## src/rtl/nlej_pkg.sv

```systemverilog
`default_nettype none

package nlej_pkg;

   // Default number of rows the build table holds.
   localparam int DEF_TABLE_DEPTH = 16;

   // Request codes carried in the req_type field.
   typedef enum logic [1:0] {
      REQ_LOAD  = 2'd0,
      REQ_PROBE = 2'd1,
      REQ_CLEAR = 2'd2,
      REQ_NONE  = 2'd3
   } req_code_type;

   // Register indexes on the configuration port.
   typedef enum logic {
      CSR_PROBE_KEY_COL = 1'b0,
      CSR_BUILD_KEY_COL = 1'b1
   } csr_index_type;

   // Sequencer states.
   typedef enum logic [1:0] {
      ST_IDLE  = 2'd0,
      ST_SCAN  = 2'd1,
      ST_FLUSH = 2'd2
   } state_type;

   // One incoming request.
   typedef struct packed {
      logic [1:0]         req_type;
      logic signed [31:0] col_zero;
      logic signed [31:0] col_one;
   } req_payload_type;

   // One join result.
   typedef struct packed {
      logic signed [31:0] probe_other;
      logic signed [31:0] join_key;
      logic signed [31:0] build_other;
      logic               last_match;
   } rsp_payload_type;

   // Control handed from the sequencer to each row cell.
   typedef struct packed {
      logic shift;
      logic load;
   } cell_ctl_type;

endpackage

`default_nettype wire

```

## src/rtl/nlej_cell.sv

```systemverilog
`default_nettype none

module nlej_cell
   import nlej_pkg::*;
(
   input  wire logic               clock,
   input  wire cell_ctl_type       ctl,
   input  wire logic signed [31:0] load_col_zero,
   input  wire logic signed [31:0] load_col_one,
   input  wire logic signed [31:0] next_col_zero,
   input  wire logic signed [31:0] next_col_one,
   output logic signed [31:0]      col_zero,
   output logic signed [31:0]      col_one
);

   logic signed [31:0] col_zero_ff;
   logic signed [31:0] col_one_ff;

   // A cell takes a new row on load, or its neighbor's row when the ring rotates.
   always_ff @(posedge clock) begin
      if (ctl.load) begin
         col_zero_ff <= load_col_zero;
         col_one_ff  <= load_col_one;
      end else if (ctl.shift) begin
         col_zero_ff <= next_col_zero;
         col_one_ff  <= next_col_one;
      end
   end

   assign col_zero = col_zero_ff;
   assign col_one  = col_one_ff;

endmodule

`default_nettype wire

```

## src/rtl/nested_loop_equi_join.sv

```systemverilog
// Nested-loop equi-join with an internal build table of TABLE_DEPTH rows.
// Requests arrive on req_valid / req_stall / req_data. A load appends one row
// (dropped once the table is full), a clear empties the table, and a probe
// compares its key column against every stored row in index order. Results
// leave on rsp_valid / rsp_stall / rsp_data, one per matching row, with
// last_match set on the final one; a probe with no match gives no result.
// Load, clear and the unused code leave the block idle. The rows sit in a ring
// of cells that rotates one place per cycle, unless a stalled result halts it,
// past a single comparator, so a probe occupies the block for a scan of all
// TABLE_DEPTH cells and a flush, longer while the receiver stalls; req_stall
// is high for that whole time. The first result is registered once the
// second matching row is at the head of the ring and the output register is
// free; with a single match, in the flush. A stalled result holds in the
// output register and halts the ring only when a further result is ready.
// The csr port selects the key column of the probe and of the stored rows
// and must be written only while the block is idle. A synchronous reset
// empties the table, resets both key selects to column zero and drops any
// result not yet taken; stored row contents are not cleared.
`default_nettype none

module nested_loop_equi_join
   import nlej_pkg::*;
#(
   parameter int TABLE_DEPTH = DEF_TABLE_DEPTH
) (
   input  wire logic      clock,
   input  wire logic      reset,
   input  wire logic      req_valid,
   output logic           req_stall,
   input  wire req_payload_type req_data,
   output logic           rsp_valid,
   input  wire logic      rsp_stall,
   output rsp_payload_type rsp_data,
   input  wire logic      csr_write,
   input  wire logic      csr_index,
   input  wire logic      csr_data
);

   localparam int CW = $clog2(TABLE_DEPTH + 1);
   localparam int IW = (TABLE_DEPTH > 1) ? $clog2(TABLE_DEPTH) : 1;
   localparam logic [IW-1:0] SCAN_LAST = IW'(TABLE_DEPTH - 1);
   localparam logic [CW-1:0] FULL_COUNT = CW'(TABLE_DEPTH);

   state_type state_ff, state_in;
   logic [IW-1:0] scan_ff;
   logic [CW-1:0] row_count_ff;
   logic probe_key_col_ff, build_key_col_ff;
   logic signed [31:0] pkey_ff, pother_ff;
   logic pend_valid_ff;
   logic signed [31:0] pend_other_ff;
   logic rsp_valid_ff;
   rsp_payload_type rsp_data_ff;

   logic signed [31:0] cell_zero [TABLE_DEPTH];
   logic signed [31:0] cell_one [TABLE_DEPTH];
   cell_ctl_type cell_ctl [TABLE_DEPTH];

   logic signed [31:0] head_key, head_other;
   logic hit, can_move, idle_fire;
   logic adv, emit, emit_last, pend_set, pend_clr, done;
   logic start_probe, do_load, do_clear;

   // The ring of row cells; each passes its row to the one below on rotation.
   for (genvar i = 0; i < TABLE_DEPTH; i++) begin : g_cell
      localparam int NXT = (i + 1) % TABLE_DEPTH;
      assign cell_ctl[i].shift = adv;
      assign cell_ctl[i].load  = do_load && (row_count_ff < FULL_COUNT) &&
                                 (row_count_ff == CW'(i));
      nlej_cell u_cell (
         .clock         (clock),
         .ctl           (cell_ctl[i]),
         .load_col_zero (req_data.col_zero),
         .load_col_one  (req_data.col_one),
         .next_col_zero (cell_zero[NXT]),
         .next_col_one  (cell_one[NXT]),
         .col_zero      (cell_zero[i]),
         .col_one       (cell_one[i])
      );
   end

   // The head cell faces the comparator.
   assign head_key   = build_key_col_ff ? cell_one[0] : cell_zero[0];
   assign head_other = build_key_col_ff ? cell_zero[0] : cell_one[0];
   assign hit        = (CW'(scan_ff) < row_count_ff) && (head_key == pkey_ff);
   assign can_move   = !rsp_valid_ff || !rsp_stall;

   // Requests are taken only while idle.
   assign req_stall   = (state_ff != ST_IDLE);
   assign idle_fire   = req_valid && (state_ff == ST_IDLE);
   assign start_probe = idle_fire && (req_data.req_type == REQ_PROBE);
   assign do_load     = idle_fire && (req_data.req_type == REQ_LOAD);
   assign do_clear    = idle_fire && (req_data.req_type == REQ_CLEAR);

   // Sequencer outputs. A hit is held back until the next hit or the end of
   // the scan shows whether it is the last one.
   always_comb begin
      adv       = 1'b0;
      emit      = 1'b0;
      emit_last = 1'b0;
      pend_set  = 1'b0;
      pend_clr  = 1'b0;
      done      = 1'b0;
      case (state_ff)
         ST_SCAN: begin
            if (hit && pend_valid_ff) begin
               if (can_move) begin
                  adv      = 1'b1;
                  emit     = 1'b1;
                  pend_set = 1'b1;
               end
            end else if (hit) begin
               adv      = 1'b1;
               pend_set = 1'b1;
            end else begin
               adv = 1'b1;
            end
         end
         ST_FLUSH: begin
            if (pend_valid_ff) begin
               if (can_move) begin
                  emit      = 1'b1;
                  emit_last = 1'b1;
                  pend_clr  = 1'b1;
                  done      = 1'b1;
               end
            end else begin
               done = 1'b1;
            end
         end
         default: begin
         end
      endcase
   end

   // Sequencer next state.
   always_comb begin
      state_in = state_ff;
      case (state_ff)
         ST_IDLE: begin
            if (start_probe) state_in = ST_SCAN;
         end
         ST_SCAN: begin
            if (adv && (scan_ff == SCAN_LAST)) state_in = ST_FLUSH;
         end
         ST_FLUSH: begin
            if (done) state_in = ST_IDLE;
         end
         default: begin
            state_in = ST_IDLE;
         end
      endcase
   end

   // Control state: sequencer, scan position, row count, key selects, flags.
   always_ff @(posedge clock) begin
      if (reset) begin
         state_ff         <= ST_IDLE;
         scan_ff          <= '0;
         row_count_ff     <= '0;
         probe_key_col_ff <= 1'b0;
         build_key_col_ff <= 1'b0;
         pend_valid_ff    <= 1'b0;
         rsp_valid_ff     <= 1'b0;
      end else begin
         state_ff <= state_in;
         if (start_probe) begin
            scan_ff <= '0;
         end else if (adv) begin
            scan_ff <= (scan_ff == SCAN_LAST) ? '0 : scan_ff + 1'b1;
         end
         if (do_clear) begin
            row_count_ff <= '0;
         end else if (do_load && (row_count_ff < FULL_COUNT)) begin
            row_count_ff <= row_count_ff + 1'b1;
         end
         if (csr_write && (csr_index == CSR_PROBE_KEY_COL)) probe_key_col_ff <= csr_data;
         if (csr_write && (csr_index == CSR_BUILD_KEY_COL)) build_key_col_ff <= csr_data;
         if (pend_set) begin
            pend_valid_ff <= 1'b1;
         end else if (pend_clr) begin
            pend_valid_ff <= 1'b0;
         end
         if (emit) begin
            rsp_valid_ff <= 1'b1;
         end else if (!rsp_stall) begin
            rsp_valid_ff <= 1'b0;
         end
      end
   end

   // Payload: probe key and other column, held hit, output register.
   always_ff @(posedge clock) begin
      if (start_probe) begin
         pkey_ff   <= probe_key_col_ff ? req_data.col_one : req_data.col_zero;
         pother_ff <= probe_key_col_ff ? req_data.col_zero : req_data.col_one;
      end
      if (pend_set) pend_other_ff <= head_other;
      if (emit) begin
         rsp_data_ff.probe_other <= pother_ff;
         rsp_data_ff.join_key    <= pkey_ff;
         rsp_data_ff.build_other <= pend_other_ff;
         rsp_data_ff.last_match  <= emit_last;
      end
   end

   assign rsp_valid = rsp_valid_ff;
   assign rsp_data  = rsp_data_ff;

`ifndef SYNTHESIS
   // No held hit may survive into the idle state.
   a_idle_no_pend: assert property (@(posedge clock) disable iff (reset)
      (state_ff == ST_IDLE) |-> !pend_valid_ff)
      else $error("held hit left over after probe");

   // The row count never exceeds the table depth.
   a_count_bound: assert property (@(posedge clock) disable iff (reset)
      row_count_ff <= FULL_COUNT)
      else $error("row count beyond table depth");

   // The flush state is entered only from the scan.
   a_flush_entry: assert property (@(posedge clock) disable iff (reset)
      $rose(state_ff == ST_FLUSH) |-> ($past(state_ff) == ST_SCAN))
      else $error("flush entered without scan");

   // The ring is back in place when the probe ends.
   a_scan_wrapped: assert property (@(posedge clock) disable iff (reset)
      (state_ff == ST_FLUSH) |-> (scan_ff == '0))
      else $error("ring not realigned at end of scan");
`endif

endmodule

`default_nettype wire
```

## config.mk

```make
export PLATFORM = sky130hd
export DESIGN_NAME = nested_loop_equi_join
export DESIGN_NICKNAME = d
export VERILOG_FILES = /design/src/rtl/nlej_pkg.sv /design/src/rtl/nlej_cell.sv /design/src/rtl/nested_loop_equi_join.sv
export SDC_FILE = /design/constraint.sdc
export NUM_CORES = 1
export LEC_CHECK = 0
export BUFFER_PORTS_ARGS = -buffer_cell sky130_fd_sc_hd__buf_2
export CELL_PAD_IN_SITES_DETAIL_PLACEMENT = 0
export CELL_PAD_IN_SITES_GLOBAL_PLACEMENT = 1
export CORE_ASPECT_RATIO = 1.5
export CORE_MARGIN = 3
export CORE_UTILIZATION = 58
export DETAILED_ROUTE_END_ITERATION = 10
export PLACE_DENSITY = 0.81
export SYNTH_ARGS = -nofsm -noshare
export SYNTH_HDL_FRONTEND = slang
export SYNTH_SLANG_ARGS = --single-unit
```

## constraint.sdc

```tcl
create_clock -name clock -period 17.75 [get_ports clock]
set_input_delay 3.55 -clock clock [delete_from_list [all_inputs] [get_ports clock]]
set_output_delay 3.55 -clock clock [all_outputs]
set_load 0.02 [all_outputs]
```

* After elaboration in Yosys (flattened, before gate mapping)
Index checks and enable logic that the tools add are counted.
W data, S select, Z words.
** Storage, ports and cells
- Input bits :: 73
- Bits in writable memories :: 0
- Register bits after elaboration :: 1232
- Bits in read-only memories :: 0
- Memories kept :: 0
- Word-level logic and storage cells :: 218
- Output and inout bits :: 99
- Bits in latches :: 0
** Cells by class
- Bitwise logic cells :: 1
- Add/subtract/negate cells :: 2
- Reductions and logical operators :: 53
- Div/mod/pow operators :: 0
- Shift operators :: 0
- Multiplexer cells :: 89
- Magnitude comparators :: 2
- Eq/ne operators :: 25
- Multiply operators :: 0
** Operator list (number)
- $mux W32 :: 68
- $eq A5 B4 Y1 const B :: 8
- $reduce_bool A2 Y1 :: 18
- $eq A32 B32 Y1 :: 1
- $logic_and A1 B1 Y1 :: 26
- $eq A5 B3 Y1 const B :: 4
- $mux W1 :: 15
- $eq A5 B2 Y1 const B :: 2
- $mux W2 :: 3
- $ne A2 B2 Y1 const B :: 3
- $pmux W2 S3 :: 1
- $add A5 B1 Y5 const B :: 1
- $eq A5 B1 Y1 const B :: 1
- $logic_not A5 Y1 :: 1
- $lt A4 B5 Y1 :: 1
- $lt A5 B5 Y1 const B :: 1
- $add A4 B1 Y4 const B :: 1
- $eq A2 B1 Y1 const B :: 2
- $eq A2 B2 Y1 const B :: 2
- $eq A4 B4 Y1 const B :: 1
- $logic_not A2 Y1 :: 2
- $mux W4 :: 1
- $reduce_or A2 Y1 :: 2
- $reduce_and A3 Y1 :: 1
- other kinds (5) :: 6

* Logic depth before layout (Yosys ltp)
- Depth after elaboration :: 9
- Depth in mapped cells :: 10
- Depth with buffers taken out :: 8

* Hierarchy
From an unflattened synthesis, not the netlist that was laid out.
** Unflattened totals
- Cells, all modules :: 2691
- Area total of the unflattened synthesis :: 55190.4 um2
** By module, submodules not included
- nlej_cell :: sequential area each 1921.8 um2, instances 16, cells an instance 136, area an instance 2905.3 um2
- nested_loop_equi_join :: sequential area each 6095.8 um2, instances 1, cells an instance 515, area an instance 8705.8 um2

* Least setup slack after synthesis
Ideal clock, no wire load.
- Path kind :: in2reg
- From :: in rsp_stall
- To :: reg rsp_data_ff, in the netlist rsp_data[0], enable pin
- Cell stages on the path :: 1
- Required time :: 17.042 ns
- Setup slack :: 6.309 ns
- Arrival time :: 10.733 ns
- Path buffers :: 0
- Library setup time :: 0.708 ns
- Cell sequence :: a221oi_1
** Between the ends
- Cells in the longest elaborated chain, start to end :: 5
- Elaborated cells between the ends (all ways) :: 6
- Classes of those cells :: 4 x mux; 2 x reduce/logical
** RTL lines
- start: declaration :: RTL line nested_loop_equi_join.sv:32 : input wire logic rsp_stall,
- $logic_not A1 Y1 (*)
- $logic_or A1 B1 Y1 (*) :: RTL line nested_loop_equi_join.sv:85 : assign can_move = !rsp_valid_ff || !rsp_stall;
- $mux W1 (*) :: RTL line nested_loop_equi_join.sv:106, nested_loop_equi_join.sv:120
- $mux W1 (on tied branches) :: RTL line nested_loop_equi_join.sv:119, nested_loop_equi_join.sv:105
- $pmux W1 S2 (*) :: RTL line nested_loop_equi_join.sv:103 : case (state_ff)
- end: declaration :: RTL line nested_loop_equi_join.sv:52 : rsp_payload_type rsp_data_ff;
Mark *: on every way between the ends. The rest lies on a longest branch, timed or not.
A chain may end at the register's enable or synchronous reset.

* Worst setup path in the final report
- From :: in req_data[65] (netlist name)
- To :: reg g_cell[1].u_cell.col_one_ff[25], enable pin
** Between the ends
- Cells in the longest elaborated chain, start to end :: 5
** RTL lines
- start: declaration :: RTL line nested_loop_equi_join.sv:30 : input wire req_payload_type req_data,
- $logic_not A2 Y1 :: RTL line nested_loop_equi_join.sv:91 : assign do_load = idle_fire && (req_data.req_type == REQ_LOAD);
- $logic_and A1 B1 Y1 :: RTL line nested_loop_equi_join.sv:91
- $logic_and A1 B1 Y1 (2 in series) :: RTL line nested_loop_equi_join.sv:67 : assign cell_ctl[i].load = do_load && (row_count_ff < FULL_COUNT) &&
- $reduce_bool A2 Y1 (no line)
- end signal: assignment :: RTL line nlej_cell.sv:23 : col_one_ff <= load_col_one;
- end signal: assignment :: RTL line nlej_cell.sv:26 : col_one_ff <= next_col_one;
- end: declaration :: RTL line nlej_cell.sv:17 : logic signed [31:0] col_one_ff;
No other way between the ends.

==> summary.json <==
{
  "status": {
    "outcome": "finished, final reports clean"
  },
  "cts": {
    "clock_insertion_delay_worst_skew_ps": 700,
    "hold_buffers": 0,
    "cts_post_setup_buffers_inserted": 0,
    "post_cts_resize_count": 0,
    "cts_tree": "built",
    "total_cts_buffers": 107,
    "cts-htree-levels": 3,
    "cts.root.buffer_cell": "clkbuf_16",
    "clock_tree.buffer_depth": 3,
    "numClockSinks": 1232,
    "clkSlewWorstSetupHoldPaths_ps": 70
  },
  "critical_path": {
    "cp.required_ps": 18070,
    "crit_fanout": 65,
    "critPathLaunchType": "primary input",
    "worst-setup-path-type": "in -> reg",
    "crit_arrival_ps": 6360,
    "worst_setup_path_end_kind": "flop"
  },
  "timing": {
    "hold_viol_final": 0,
    "post_layout_min_period_ps": 6040,
    "worstMarginPinSlew_ps": 1170,
    "fin_tns_setup_ps": 0,
    "maxSlewHeadroom_pct": 21.8,
    "fmax_ghz": 0.166,
    "setup_ws_ps": 11710,
    "final_setup_skew_ps": 26.0,
    "setup-violations-final": 0,
    "timing.final.crit_share_pct": 34.0,
    "number_of_slew_limit_violations_in_the_final_report": 0,
    "hold_slack_ps": 411,
    "rsz0062_at_grt": "false"
  },
  "global_route": {
    "grt_pass1_wl_mm": 174,
    "globalRoute.totalOverflow": 0,
    "grt_antenna_before_repair": 9,
    "grt_max_degree": 69,
    "busiest_layer": "met1",
    "grt_util_met1_pct": 39.0,
    "grt_pass1_vias": 25200,
    "global_routing_usage_on_met2_pct": 37.5,
    "grt.total_usage_pct": 25.4,
    "globalRouteMet3Util_pct": 4.58
  },
  "placement": {
    "placement.cell_area_sq_um": 53700,
    "gpl.final_weighted_congestion": 0.816,
    "io_buffer_count": 171,
    "dp.cells": 3897,
    "detailedPlacementHpwl_mm": 71.7,
    "placement.setup.worst_slack_ps": 11010
  },
  "finish": {
    "area_growth_syn_to_layout_pct": 10.6,
    "drive_above_1_share_pct": 51.1,
    "final.fill_count": 5841,
    "post-route-cell-area_sq_um": 57200,
    "stdcell_count": 4101,
    "postLayoutCoreUtil_pct": 65.0,
    "net_count_reported_at_finish": 2946
  },
  "logic_synthesis": {
    "synth.cells.most_frequent": "1,217 x edfxtp_1, 1,120 x mux2_2, 187 x clkbuf_1, 38 x mux2i_1, 35 x xnor2_1",
    "postSynth.asyncResetShare_pct": 0,
    "synth_seq_cells": 1232,
    "netlist.top_cell.by_area": "edfxtp_1",
    "synth_area_sq_um": 51700,
    "mappedNetlistNets": 2846,
    "synth_edf_count": 1217,
    "combinational_family_with_the_most_area_after_synthesis": "multiplexers",
    "ys_seq_area_share_pct": 71.3,
    "synth-xor-area-share_pct": 0.593,
    "yosysWarningCount": 0,
    "synth.area.top_cells": "edfxtp_1 71%, mux2_2 24%, clkbuf_1 1.4%, mux2i_1 0.74%, xnor2_1 0.59%",
    "synthMostInstantiatedCell": "edfxtp_1",
    "synthDistinctLibCells": 32,
    "synthesis.instances": 2759,
    "synth-compound-area-share_pct": 0.240,
    "post_synth_and_or_nand_nor_area_fraction_pct": 0.883,
    "synth_ff_type": "edfxtp_1",
    "yosys.area_share.adder_pct": 0.339,
    "yosys.area.top_type_share_pct": 70.7,
    "synthMuxAreaShare_pct": 25.1,
    "synth.avg_cell_area_sq_um": 18.7
  },
  "detailed_routing": {
    "detailedRoute.firstPassIterationCount": 5,
    "detail_route.iter0.violations": 2593,
    "vias": 25200,
    "postRouteAntennaNets": 0,
    "wl_mm": 118,
    "drt-wirelength-per-cell_um": 28.8,
    "per_cell_via_count_in_the_routed_design": 6.14,
    "detail_route.drc_violations": 0
  },
  "min_path": {
    "hold_path_class": "reg -> reg"
  },
  "floorplan": {
    "boundaryPins": 172,
    "design.core.area_sq_um": 88000,
    "die-width_um": 250,
    "die_footprint_sq_um": 92800,
    "floorplan.initialDensity_pct": 58.7,
    "fp-row-count": 133,
    "die_height_um": 372
  },
  "power": {
    "finalPower_mw": 8.13,
    "power_dens_cells_nw_per_um2": 142,
    "ir_worst_vdd_mv": 0.0802,
    "power_leakage_nw": 19.1
  },
  "flow_run": {
    "drv_cap": 0
  }
}
==> final timing paths <==
kind,endpoint,cells after the start,slack [ps],start
setup / recovery,g_cell[1].u_cell.col_one[25],5,11710,req_data[65]
hold / removal,rsp_data[12],0,410,pend_other_ff[11]
setup reg to reg,rsp_data[93],10,12600,build_key_col_ff
hold reg to reg,rsp_data[12],0,410,pend_other_ff[11]
==> layer usage <==
metal,share of wire [%],wire (um)
met5,0,0
met4,2.3,2760
met3,7.7,9110
met2,45,52600
met1,45,53700
==> critical path, stage by stage <==
cell and delay (ps):
buf_2 120, nor4_2 250, buf_4 460, nand3_4 800, nand2_4 1050
==> where the power goes <==
part           switching [mW]  leakage [nW]  total, mW  internal (mW)
Sequential              0.298          11.3       4.58           4.28
Combinational           0.641          6.06       1.20          0.557
Clock                    1.05          1.71       2.35           1.30
Total                    1.99          19.1       8.13           6.14
==> layout make-up <==
type,count,area [sq um],share of cell area [%]
Sequential cell,1232,36900,64.4
Timing Repair Buffer,187,976,1.71
Clock buffer,133,2870,5.02
Inverter,12,45.0,0.0787
Tap cell,1147,1440,2.51
Clock inverter,70,656,1.15
Multi-Input combinational cell,1319,14400,25.1
Antenna cell,1,2.50,0.00437
==> flip-flops by register name, summed over array words and instances (netlist names) <==
name,cells
state_ff,2
g_cell.u_cell.col_zero,512
build_key_col_ff,1
row_count_ff,5
probe_key_col_ff,1
rsp_data,97
rsp_valid,1
g_cell.u_cell.col_one,512
pend_other_ff,32
pkey_ff,32
pend_valid_ff,1
scan_ff,4
pother_ff,32
==> placed cells by master, fill, tap and decap left out, types with 5 or more instances in the layout <==
cell type | Yosys | routed
a21oi_1 | 5 | 5
buf_2 | 3 | 171
buf_4 | 1 | 16
bufinv_16 | 0 | 10
clkbuf_1 | 187 | 20
clkbuf_16 | 0 | 110
clkinv_1 | 0 | 17
clkinv_2 | 0 | 24
clkinvlp_4 | 0 | 11
dfxtp_1 | 15 | 13
edfxtp_1 | 1217 | 1217
ha_1 | 14 | 14
inv_1 | 12 | 12
mux2_2 | 1120 | 1120
mux2i_1 | 38 | 38
nand2_1 | 34 | 17
nand2_4 | 0 | 17
nand2b_1 | 7 | 6
nand3_4 | 0 | 12
nand4_1 | 7 | 7
nor2_1 | 13 | 13
nor4_1 | 10 | 9
xnor2_1 | 35 | 35
==> logic make-up (layout without fill, tap and decap cells) <==
family,count (synthesis),in the layout
XOR/XNOR,35,35
other,0,1
multiplexers,1158,1158
adder cells (fa/ha/maj),14,14
flip-flops,1232,1232
buffers and inverters,208,402
AND/OR/NAND/NOR,95,95
AO/OA/AOI/OAI,17,17
Note: power is estimated with default switching activity, not from simulation.
